<file path="config.mk">
export PLATFORM = sky130hd
export DESIGN_NAME = rau_front
export DESIGN_NICKNAME = d
export VERILOG_FILES = /design/src/sv/rau_pkg.sv /design/src/sv/rau_front.sv
export SDC_FILE = /design/constraint.sdc
export NUM_CORES = 1
export LEC_CHECK = 0
export CAP_MARGIN = 10
export CORE_AREA = 8 8 98 100
export DETAILED_ROUTE_END_ITERATION = 8
export DIE_AREA = 0 0 106 108
export DONT_BUFFER_PORTS = 1
export GPL_TIMING_DRIVEN = 0
export SKIP_LAST_GASP = 1
export SLEW_MARGIN = 15
export SYNTH_ARGS = -nofsm -noshare
export SYNTH_HDL_FRONTEND = slang
export SYNTH_SLANG_ARGS = --single-unit
</file>
<file path="constraint.sdc">
create_clock -name vclk -period 4.27
set_input_delay 1.281 -clock vclk [all_inputs]
set_output_delay 1.281 -clock vclk [all_outputs]
set_load 0.03 [all_outputs]
</file>
<file path="src/sv/rau_pkg.sv">
// Shared types and codes for the rational arithmetic unit.
// No dependencies; every other file refers to it by scoped names.
package rau_pkg;

  localparam logic [2:0] OP_ADD = 3'd0;
  localparam logic [2:0] OP_SUB = 3'd1;
  localparam logic [2:0] OP_MUL = 3'd2;
  localparam logic [2:0] OP_DIV = 3'd3;
  localparam logic [2:0] OP_LT  = 3'd4;
  localparam logic [2:0] OP_EQ  = 3'd5;

  localparam int QUEUE_DEPTH = 2;

  typedef struct packed {
    logic [2:0]         operation;
    logic signed [31:0] a_num;
    logic signed [31:0] a_den;
    logic signed [31:0] b_num;
    logic signed [31:0] b_den;
  } in_t;

  typedef struct packed {
    logic signed [63:0] res_num;
    logic [62:0]        res_den;
    logic               compare_flag;
    logic               status;
  } out_t;

  // classified word passed from front to back
  typedef struct packed {
    logic [2:0]  op;
    logic        bad;     // a zero denominator
    logic        a_neg;
    logic        b_neg;
    logic [31:0] an;
    logic [31:0] ad;
    logic [31:0] bn;
    logic [31:0] bd;
  } job_t;

endpackage

</file>
<file path="src/sv/rau_front.sv">
// Front end: splits the operand fields into sign and magnitude and flags
// zero denominators. Depends on rau_pkg.
module rau_front #(
  parameter int OPERAND_BITS = 32
) (
  input  rau_pkg::in_t  in_word,
  output rau_pkg::job_t job
);

  logic [OPERAND_BITS-1:0] an_v, ad_v, bn_v, bd_v;
  logic [OPERAND_BITS-1:0] an_m, ad_m, bn_m, bd_m;

  assign an_v = in_word.a_num[OPERAND_BITS-1:0];
  assign ad_v = in_word.a_den[OPERAND_BITS-1:0];
  assign bn_v = in_word.b_num[OPERAND_BITS-1:0];
  assign bd_v = in_word.b_den[OPERAND_BITS-1:0];

  // most negative value negates onto itself, read as unsigned it is right
  assign an_m = an_v[OPERAND_BITS-1] ? (~an_v + 1'b1) : an_v;
  assign ad_m = ad_v[OPERAND_BITS-1] ? (~ad_v + 1'b1) : ad_v;
  assign bn_m = bn_v[OPERAND_BITS-1] ? (~bn_v + 1'b1) : bn_v;
  assign bd_m = bd_v[OPERAND_BITS-1] ? (~bd_v + 1'b1) : bd_v;

  always_comb begin
    job.op    = in_word.operation;
    job.bad   = (ad_v == '0) || (bd_v == '0);
    job.a_neg = an_v[OPERAND_BITS-1] ^ ad_v[OPERAND_BITS-1];
    job.b_neg = bn_v[OPERAND_BITS-1] ^ bd_v[OPERAND_BITS-1];
    job.an    = 32'(an_m);
    job.ad    = 32'(ad_m);
    job.bn    = 32'(bn_m);
    job.bd    = 32'(bd_m);
  end

endmodule

</file>
Word-level counts from Yosys, hierarchy flattened
Cells that the tools add are included.
Widths: inputs -> output; s select.

word-level totals
  register bits = 0
  output and inout port bits = 134
  word-level logic and storage cells = 17

operators by class
  add/subtract/negate cells = 4
  multiplexer cells = 4
  bitwise gates (word level) = 6
  reductions and logical operators = 3

operators with widths
  kind                   count
  $add 32x1->32 const B  4
  $mux 32                4
  $not 32->32            4
  $logic_not 32->1       2
  $xor 1x1->1            2
  $logic_or 1x1->1       1

Longest topological paths before layout
Gate-level depths: netlist of the first run.

  word-level depth = 3
  mapped depth = 7
  depth with buffers taken out = 6

Worst setup path after synthesis of the first run
No wires, ideal clock.

  path kind = input port to output port
  start = in in_word[102] (netlist name)
  end = out job[127] (netlist name)
  arrival time = 3342 ps
  data required time = 2989 ps
  setup slack = -353 ps
  stages = 5
  buffers on the path = 1
  cells stage by stage = nor4_1 -> nand4_1 -> clkbuf_1 -> nor3_1 -> nor4bb_1

RTL lines
  item         line            source
  from (decl)  rau_front.sv:6  input rau_pkg::in_t in_word,
  to (decl)    rau_front.sv:7  output rau_pkg::job_t job

==> impl_table.tex, run 1 <==
\begin{tabular}{lr}
\hline
Metric & Value \\
\hline
\multicolumn{2}{l}{\textbf{Layout}} \\
\quad Final-layout clock buffer total & 0 \\
\quad Layout fillers & 783 \\
\quad Area taken by flip-flops and latches & 0 sq um \\
\quad Area taken by multi-input logic gates & 3570 sq um \\
\quad Area overhead of the layout relative to synthesis & 35.8\% \\
\quad Share of the core filled with cells & 49.3\% \\
\quad FFs \& Latches & 0 \\
\quad Number of standard cells in the final layout excluding fillers & 529 \\
\quad Proportion of layout cells with a drive suffix above 1 & 29.5\% \\
\quad Number of diodes & 0 \\
\quad Net count reported at finish & 561 \\
\multicolumn{2}{l}{\textbf{Logic synthesis}} \\
\quad Synthesized netlist cell count & 417 \\
\quad Number of synthesis warnings & 0 \\
\quad Mean instance size in the synthesized netlist & 7.01 sq um \\
\quad Unique masters post-synth & 38 \\
\quad Post-synth net total & 552 \\
\quad Combined area of all synthesized cells & 2920 sq um \\
\quad Post-synthesis sequential area ratio & 0\% \\
\multicolumn{2}{l}{\textbf{Setup path}} \\
\quad Endpoint arrival time on the critical path & 3.06 ns \\
\quad Worst Path Max Fanout & 5 \\
\quad Setup Crit Path Kind & input pin to output port \\
\quad Type of element capturing the critical path & output port \\
\quad Data required time at the worst endpoint & 2.99 ns \\
\quad Crit path launch type & input pin \\
\multicolumn{2}{l}{\textbf{Power and ir drop}} \\
\quad Switching Power & 407 uW \\
\quad Combinational share of power & 100.0\% \\
\quad Int Pwr & 159 uW \\
\quad Power Dens Cells & 143 nW/um\^{}2 \\
\quad Switching share of total power & 71.9\% \\
\quad Leakage Power & 1.23 nW \\
\quad Sequential share of power & 0\% \\
\quad Proportion of power drawn by the clock network & 0\% \\
\quad Peak ir drop on the vdd network & 0.0794 mV \\
\multicolumn{2}{l}{\textbf{Floorplanning}} \\
\quad Num rows & 33 \\
\quad Overall die area & 11400 sq um \\
\quad Area of the core & 8050 sq um \\
\quad Die width & 106 um \\
\quad Initial core utilization & 36.3\% \\
\quad Top Ports & 265 \\
\quad Vertical extent of the die & 108 um \\
\multicolumn{2}{l}{\textbf{Global routing}} \\
\quad Number of global-route vias before repair & 3354 \\
\quad Wire length of the first global-routing pass & 18900 um \\
\quad Overall Global Routing Usage & 19.4\% \\
\quad Grt ovf & 0 \\
\quad Largest net degree at the start of global routing & 11 \\
\quad Number of antenna violations at the first check in global routing & 0 \\
\multicolumn{2}{l}{\textbf{STA}} \\
\quad Transition time of the tightest slew-check pin & 1.06 ns \\
\quad Fin. max-slew vios & 0 \\
\quad Number of hold-slack violations in the final timing report & 0 \\
\quad Slew Limit Headroom & 28.8\% \\
\quad Total of endpoints with negative setup slack in the final report & 6 \\
\quad Final-layout setup total negative slack & -0.166 ns \\
\quad Hold\_ws & 2.62 ns \\
\quad Highest achievable clock rate & 0.230 GHz \\
\quad Final worst-path cycle share & 102\% \\
\quad Unrepaired setup endpoints after global routing & yes \\
\quad Final setup slack of the worst path & -0.0713 ns \\
\quad Tmin final & 4.34 ns \\
\multicolumn{2}{l}{\textbf{Run status}} \\
\quad Status & complete, but fails checks \\
\quad Violations in the final reports & negative setup slack \\
\multicolumn{2}{l}{\textbf{Drt}} \\
\quad DR vias & 3468 \\
\quad Routed wire length per instance & 24.7 um \\
\quad Final wirelength & 13100 um \\
\quad Post-route DRC violation count & 0 \\
\quad DRT iter0 DRCs & 123 \\
\quad Final antenna-violating net count & 0 \\
\quad Total iterations of the first detailed-routing run & 4 \\
\quad Average via count per standard cell & 6.56 \\
\multicolumn{2}{l}{\textbf{Place}} \\
\quad HPWL after detailed placement & 10500 um \\
\quad Minimum setup slack after placement & -0.371 ns \\
\quad Port buffer count & 0 \\
\quad Placed cell count & 522 \\
\quad Gpl congestion & 0.817 \\
\multicolumn{2}{l}{\textbf{Run}} \\
\quad Maximum capacitance violations & 0 \\
\multicolumn{2}{l}{\textbf{Hold path}} \\
\quad Path class of the lowest-slack min-delay path & input pin to output port \\
\hline
\end{tabular}
-- power by group through the flow --
| stage | Combinational (mW) | Sequential, mW | Clock, mW |
|---|---|---|---|
| floorplan | 0.472 | 0 | 0 |
| global placement | 0.521 | 0 | 0 |
| detailed placement | 0.521 | 0 | 0 |
| CTS | 0.545 | 0 | 0 |
| global route | 0.590 | 0 | 0 |
| finish | 0.566 | 0 | 0 |
-- layout make-up --
type	count	share of cell area, %
multi-input cells	376	90.0
well taps	105	3.31
plain buffers	25	3.09
repair buffers	11	2.40
inverters	12	1.20
-- routing by layer --
metal  up-vias  part of all wire, %  global-route usage [%]
met5         -                    0                       0
met4         0                  1.5                    2.81
met3        14                   11                    6.84
met2       204                   53                    37.4
met1      1634                   34                    20.0
li1       1616                    -                       -
-- critical path, stage by stage --
cell and delay, ns:
or4_4 0.55, or4_4 0.55, buf_12 0.17, o41ai_4 0.25, xnor2_2 0.25
-- stage by stage --
step                total power [mW]  cell area [sq um]
detailed placement             0.521               3290
finish                         0.566               3970
floorplan                      0.472               3160
global placement               0.521               3290
global route                   0.590               3970
CTS                            0.545               3620
-- logic make-up after synthesis --
kind of cell | synth area share, %
buf+inv | 6.46
xor+xnor | 35.4
fa+ha+maj | 1.71
simple gates | 28.5
compound gates | 28.0
-- cell usage after synthesis, drive strengths merged, types with 2 or more instances --
library cell	instances	area share (%)
buf	10	2.5
clkbuf	19	2.4
ha	4	1.7
inv	12	1.5
nand2	31	4.0
nand2b	6	1.3
nand3	8	1.4
nand4	8	1.7
nor2	12	1.5
nor3	16	2.7
nor4	15	3.2
o21ai	26	4.5
o31ai	43	12
o41ai	35	11
or2	6	1.3
or3	18	3.9
or3b	2	0.60
or4	19	5.1
xnor2	114	34
xor2	4	1.2
-- cell usage in the layout, fill, tap and decap left out, types with 6 or more instances in the layout --
| cell | synthesis | layout |
|---|---|---|
| or3_1 | 18 | 16 |
| xnor2_1 | 114 | 74 |
| clkbuf_1 | 19 | 15 |
| nor3_1 | 16 | 14 |
| or4_1 | 17 | 11 |
| or4_4 | 2 | 8 |
| nand2b_1 | 6 | 6 |
| o41ai_2 | 2 | 14 |
| nor4_1 | 15 | 12 |
| o41ai_4 | 0 | 7 |
| o21ai_0 | 22 | 22 |
| nand4_1 | 8 | 8 |
| nand2_1 | 31 | 30 |
| o41ai_1 | 33 | 14 |
| o31ai_1 | 39 | 33 |
| nor2_1 | 12 | 12 |
| o31ai_4 | 0 | 8 |
| xnor2_2 | 0 | 36 |
| nand3_1 | 8 | 6 |
| buf_4 | 7 | 17 |
| inv_1 | 12 | 10 |
-- path summary, 6_finish.rpt --
path	slack, ns	end	depth (start not counted)	from
max	-0.07	job[21]	5	in_word[5]
min	2.62	job[127]	1	in_word[126]
-- timing repair --
action,4_1_cts,5_1_grt
setup endpoints to repair,60,51
pin swaps,15,11
setup buffers,7,4
hold buffers,0,0
gates resized for setup,46,44
No activity file was read; power rests on OpenSTA's default activity.
==> run 2: changes to the inputs <==
- ABC_AREA: unset -> 1
- CORE_AREA: 8 8 98 100 -> unset
- CORE_ASPECT_RATIO: unset -> 0.7
- CORE_MARGIN: unset -> 8
- CORE_UTILIZATION: unset -> 45
- DIE_AREA: 0 0 106 108 -> unset
==> run 2 against run 1 <==
Against the previous run: the run now ends clean; via count increased by 51%; synthesized cell count grew 120%; non-clock buffer count decreased by 16; sequential share of layout area is the same; critical path type unchanged; largest cell class unchanged.
==> impl_table.tex, run 2 <==
\begin{tabular}{lr}
\hline
Metric & Value \\
\hline
\multicolumn{2}{l}{\textbf{Global routing}} \\
\quad Number of global-route vias before repair & 4764 (was 3354) \\
\quad Wire length of the first global-routing pass & 23900 um (was 18900 um) \\
\quad Number of antenna violations at the first check in global routing & 0 (unchanged) \\
\quad Grt ovf & 0 (unchanged) \\
\quad Largest net degree at the start of global routing & 11 (unchanged) \\
\quad Overall Global Routing Usage & 23.1\% (was 19.4\%) \\
\multicolumn{2}{l}{\textbf{Setup path}} \\
\quad Setup Crit Path Kind & input pin to output port (unchanged) \\
\quad Critical Path Slowest Stage Cell & xor2\_1 (was or4\_4) \\
\quad Delay contributed by the slowest stage of the critical path & 0.55 ns (about the same) \\
\quad Type of element capturing the critical path & output port (unchanged) \\
\quad Endpoint arrival time on the critical path & 2.75 ns (was 3.06 ns) \\
\quad Data required time at the worst endpoint & 2.99 ns (about the same) \\
\quad Worst-path cell chain & inv\_1 -> ha\_1 -> nand3\_2 -> nor2\_1 -> nand2\_1 -> nand2\_1 -> xor2\_1 (was or4\_4 -> or4\_4 -> buf\_12 -> o41ai\_4 -> xnor2\_2) \\
\quad Crit path launch type & input pin (unchanged) \\
\quad Worst Path Max Fanout & 5 (unchanged) \\
\quad Crit-path most repeated cell & nand2\_1 (was or4\_4) \\
\multicolumn{2}{l}{\textbf{Floorplanning}} \\
\quad Overall die area & 12500 sq um (was 11400 sq um) \\
\quad Top Ports & 265 (unchanged) \\
\quad Die width & 130 um (was 106 um) \\
\quad Area of the core & 8960 sq um (was 8050 sq um) \\
\quad Vertical extent of the die & 96.0 um (was 108 um) \\
\quad Num rows & 29 (was 33) \\
\quad Initial core utilization & 45.8\% (was 36.3\%) \\
\multicolumn{2}{l}{\textbf{Power and ir drop}} \\
\quad Proportion of power drawn by the clock network & 0\% (about the same) \\
\quad Peak ir drop on the vdd network & 0.0837 mV (was 0.0794 mV) \\
\quad Power Dens Cells & 131 nW/um\^{}2 (was 143 nW/um\^{}2) \\
\quad Switching Power & 442 uW (was 407 uW) \\
\quad Int Pwr & 117 uW (was 159 uW) \\
\quad Combinational share of power & 100.0\% (about the same) \\
\quad Leakage Power & 2.15 nW (was 1.23 nW) \\
\quad Switching share of total power & 79.0\% (was 71.9\%) \\
\quad Sequential share of power & 0\% (about the same) \\
\multicolumn{2}{l}{\textbf{Logic synthesis}} \\
\quad Synth top area cells & nand2\_1, nor2\_1, nand3\_1 (was xnor2\_1, o31ai\_1, o41ai\_1) \\
\quad Post-synth net total & 1048 (was 552) \\
\quad Unique masters post-synth & 26 (was 38) \\
\quad Combined area of all synthesized cells & 4110 sq um (was 2920 sq um) \\
\quad Synthesized netlist cell count & 913 (was 417) \\
\quad Post-synthesis sequential area ratio & 0\% (unchanged) \\
\quad Synth cell count leaders & nand2\_1, nor2\_1, inv\_1, nand3\_1, xnor2\_1 (was xnor2\_1, o31ai\_1, o41ai\_1, nand2\_1, o21ai\_0) \\
\quad Top-count cell post-synth & nand2\_1 (was xnor2\_1) \\
\quad Mean instance size in the synthesized netlist & 4.50 sq um (was 7.01 sq um) \\
\quad Area share of the largest cell type after synthesis & 34.6\% (was 34.2\%) \\
\quad Cell type with the highest aggregate area in the netlist & nand2\_1 (was xnor2\_1) \\
\quad Number of synthesis warnings & 0 (unchanged) \\
\multicolumn{2}{l}{\textbf{STA}} \\
\quad Unrepaired setup endpoints after global routing & no (was yes) \\
\quad Final-layout setup total negative slack & 0 ns (was -0.166 ns) \\
\quad Slew Limit Headroom & 31.6\% (was 28.8\%) \\
\quad Final worst-path cycle share & 94.3\% (was 102\%) \\
\quad Hold\_ws & 2.70 ns (was 2.62 ns) \\
\quad Transition time of the tightest slew-check pin & 1.02 ns (was 1.06 ns) \\
\quad Number of hold-slack violations in the final timing report & 0 (unchanged) \\
\quad Fin. max-slew vios & 0 (unchanged) \\
\quad Highest achievable clock rate & 0.248 GHz (was 0.230 GHz) \\
\quad Total of endpoints with negative setup slack in the final report & 0 (was 6) \\
\quad Tmin final & 4.03 ns (was 4.34 ns) \\
\multicolumn{2}{l}{\textbf{Drt}} \\
\quad Routed wire length per instance & 15.1 um (was 24.7 um) \\
\quad Post-route DRC violation count & 0 (unchanged) \\
\quad Final wirelength & 15700 um (was 13100 um) \\
\quad Average via count per standard cell & 5.04 (was 6.56) \\
\quad Final antenna-violating net count & 0 (unchanged) \\
\quad Total iterations of the first detailed-routing run & 5 (was 4) \\
\quad DRT iter0 DRCs & 339 (was 123) \\
\quad DR vias & 5228 (was 3468) \\
\multicolumn{2}{l}{\textbf{Layout}} \\
\quad Number of diodes & 0 (unchanged) \\
\quad Area taken by flip-flops and latches & 0 sq um (unchanged) \\
\quad Most frequent cells in the layout & nand2\_1, nor2\_1, inv\_1, nand3\_1, xnor2\_1 (was xnor2\_1, xnor2\_2, o31ai\_1, nand2\_1, o21ai\_0) \\
\quad Area overhead of the layout relative to synthesis & 3.78\% (was 35.8\%) \\
\quad Leading cell type in the layout, fill and taps excluded & nand2\_1 (was xnor2\_1) \\
\quad Final-layout clock buffer total & 0 (unchanged) \\
\quad Proportion of layout cells with a drive suffix above 1 & 4.93\% (was 29.5\%) \\
\quad FFs \& Latches & 0 (unchanged) \\
\quad Net count reported at finish & 1050 (was 561) \\
\multicolumn{2}{l}{\textbf{Clock network}} \\
\quad Post-CTS Hold Buffers & 0 (unchanged) \\
\quad Setup Fix Bufs, Post-CTS & 0 (was 7) \\
\quad Post-cts resize count & 0 (was 46) \\
\multicolumn{2}{l}{\textbf{Hold path}} \\
\quad Path class of the lowest-slack min-delay path & input pin to output port (unchanged) \\
\multicolumn{2}{l}{\textbf{Run}} \\
\quad Maximum capacitance violations & 0 (unchanged) \\
\multicolumn{2}{l}{\textbf{Place}} \\
\quad HPWL after detailed placement & 14100 um (was 10500 um) \\
\quad Gpl congestion & 0.951 (was 0.817) \\
\quad Port buffer count & 0 (unchanged) \\
\multicolumn{2}{l}{\textbf{Run status}} \\
\quad Status & finished clean (was complete, but fails checks) \\
\hline
\end{tabular}
run 2: cell count changes in the layout (fill, tap and decap cells not counted), moves of 12 or more:
cell      delta
inv_1       +83
nor2_1     +188
nor2_2      +13
xor2_1      +24
xnor2_1     -42
nand3_1     +71
o31ai_1     -33
nand2_1    +349
or3_1       -16
o41ai_1     -14
xnor2_2     -36
clkbuf_1    -12
o41ai_2     -14
run 2: critical path, delay by kind of cell:
family,cells,cell delay [ns]
adder cells (fa/ha/maj),1,0.18
AND/OR/NAND/NOR,4,0.66
buffers and inverters,1,0.07
XOR/XNOR,1,0.55
run 2: area by class of cell:
class / instances / area, sq um
Fill cell: 1105 / 4700
Tap cell: 124 / 155
Inverter: 95 / 357
Multi-Input combinational cell: 798 / 3630
Buffer: 20 / 119
run 2: routing by layer:
layer / wire (um) / GRT usage, % / vias up / part of all wire [%]
met5: 0 / 0 / - / 0
met4: 119 / 2.02 / 0 / 0.76
met3: 2030 / 6.92 / 8 / 13
met2: 6750 / 37.9 / 231 / 43
met1: 6810 / 30.4 / 2202 / 43
li1: - / - / 2787 / -
run 2: worst paths after layout:
kind / start / endpoint / cells past startpoint
worst max-delay path: in_word[97] / job[112] / 7
worst min-delay path: in_word[96] / job[96] / 1
run 2: cell families after synthesis:
group                    synth area share (%)
AO/OA/AOI/OAI                            4.02
XOR/XNOR                                 12.8
adder cells (fa/ha/maj)                  1.22
buffers and inverters                    11.6
AND/OR/NAND/NOR                          70.4
run 2: stage by stage:
stage	cells	area, sq um	utilization (%)	total power [mW]	setup WS (ns)
4_1_cts	1037	4260	47.6	0.562	0.253
3_5_place_dp	1037	4260	47.6	0.560	0.261
3_3_place_gp	1037	4260	47.6	0.559	0.265
2_1_floorplan	913	4110	-	0.495	0.480
5_1_grt	1037	4260	47.6	0.604	0.0897
6_report	1037	4260	47.6	0.559	0.243
run 2: power by group through the flow:
| stage | Sequential, mW | Combinational (mW) | Clock, mW |
|---|---|---|---|
| 2_1_floorplan | 0 | 0.495 | 0 |
| 3_3_place_gp | 0 | 0.559 | 0 |
| 3_5_place_dp | 0 | 0.560 | 0 |
| 4_1_cts | 0 | 0.562 | 0 |
| 5_1_grt | 0 | 0.604 | 0 |
| 6_report | 0 | 0.559 | 0 |
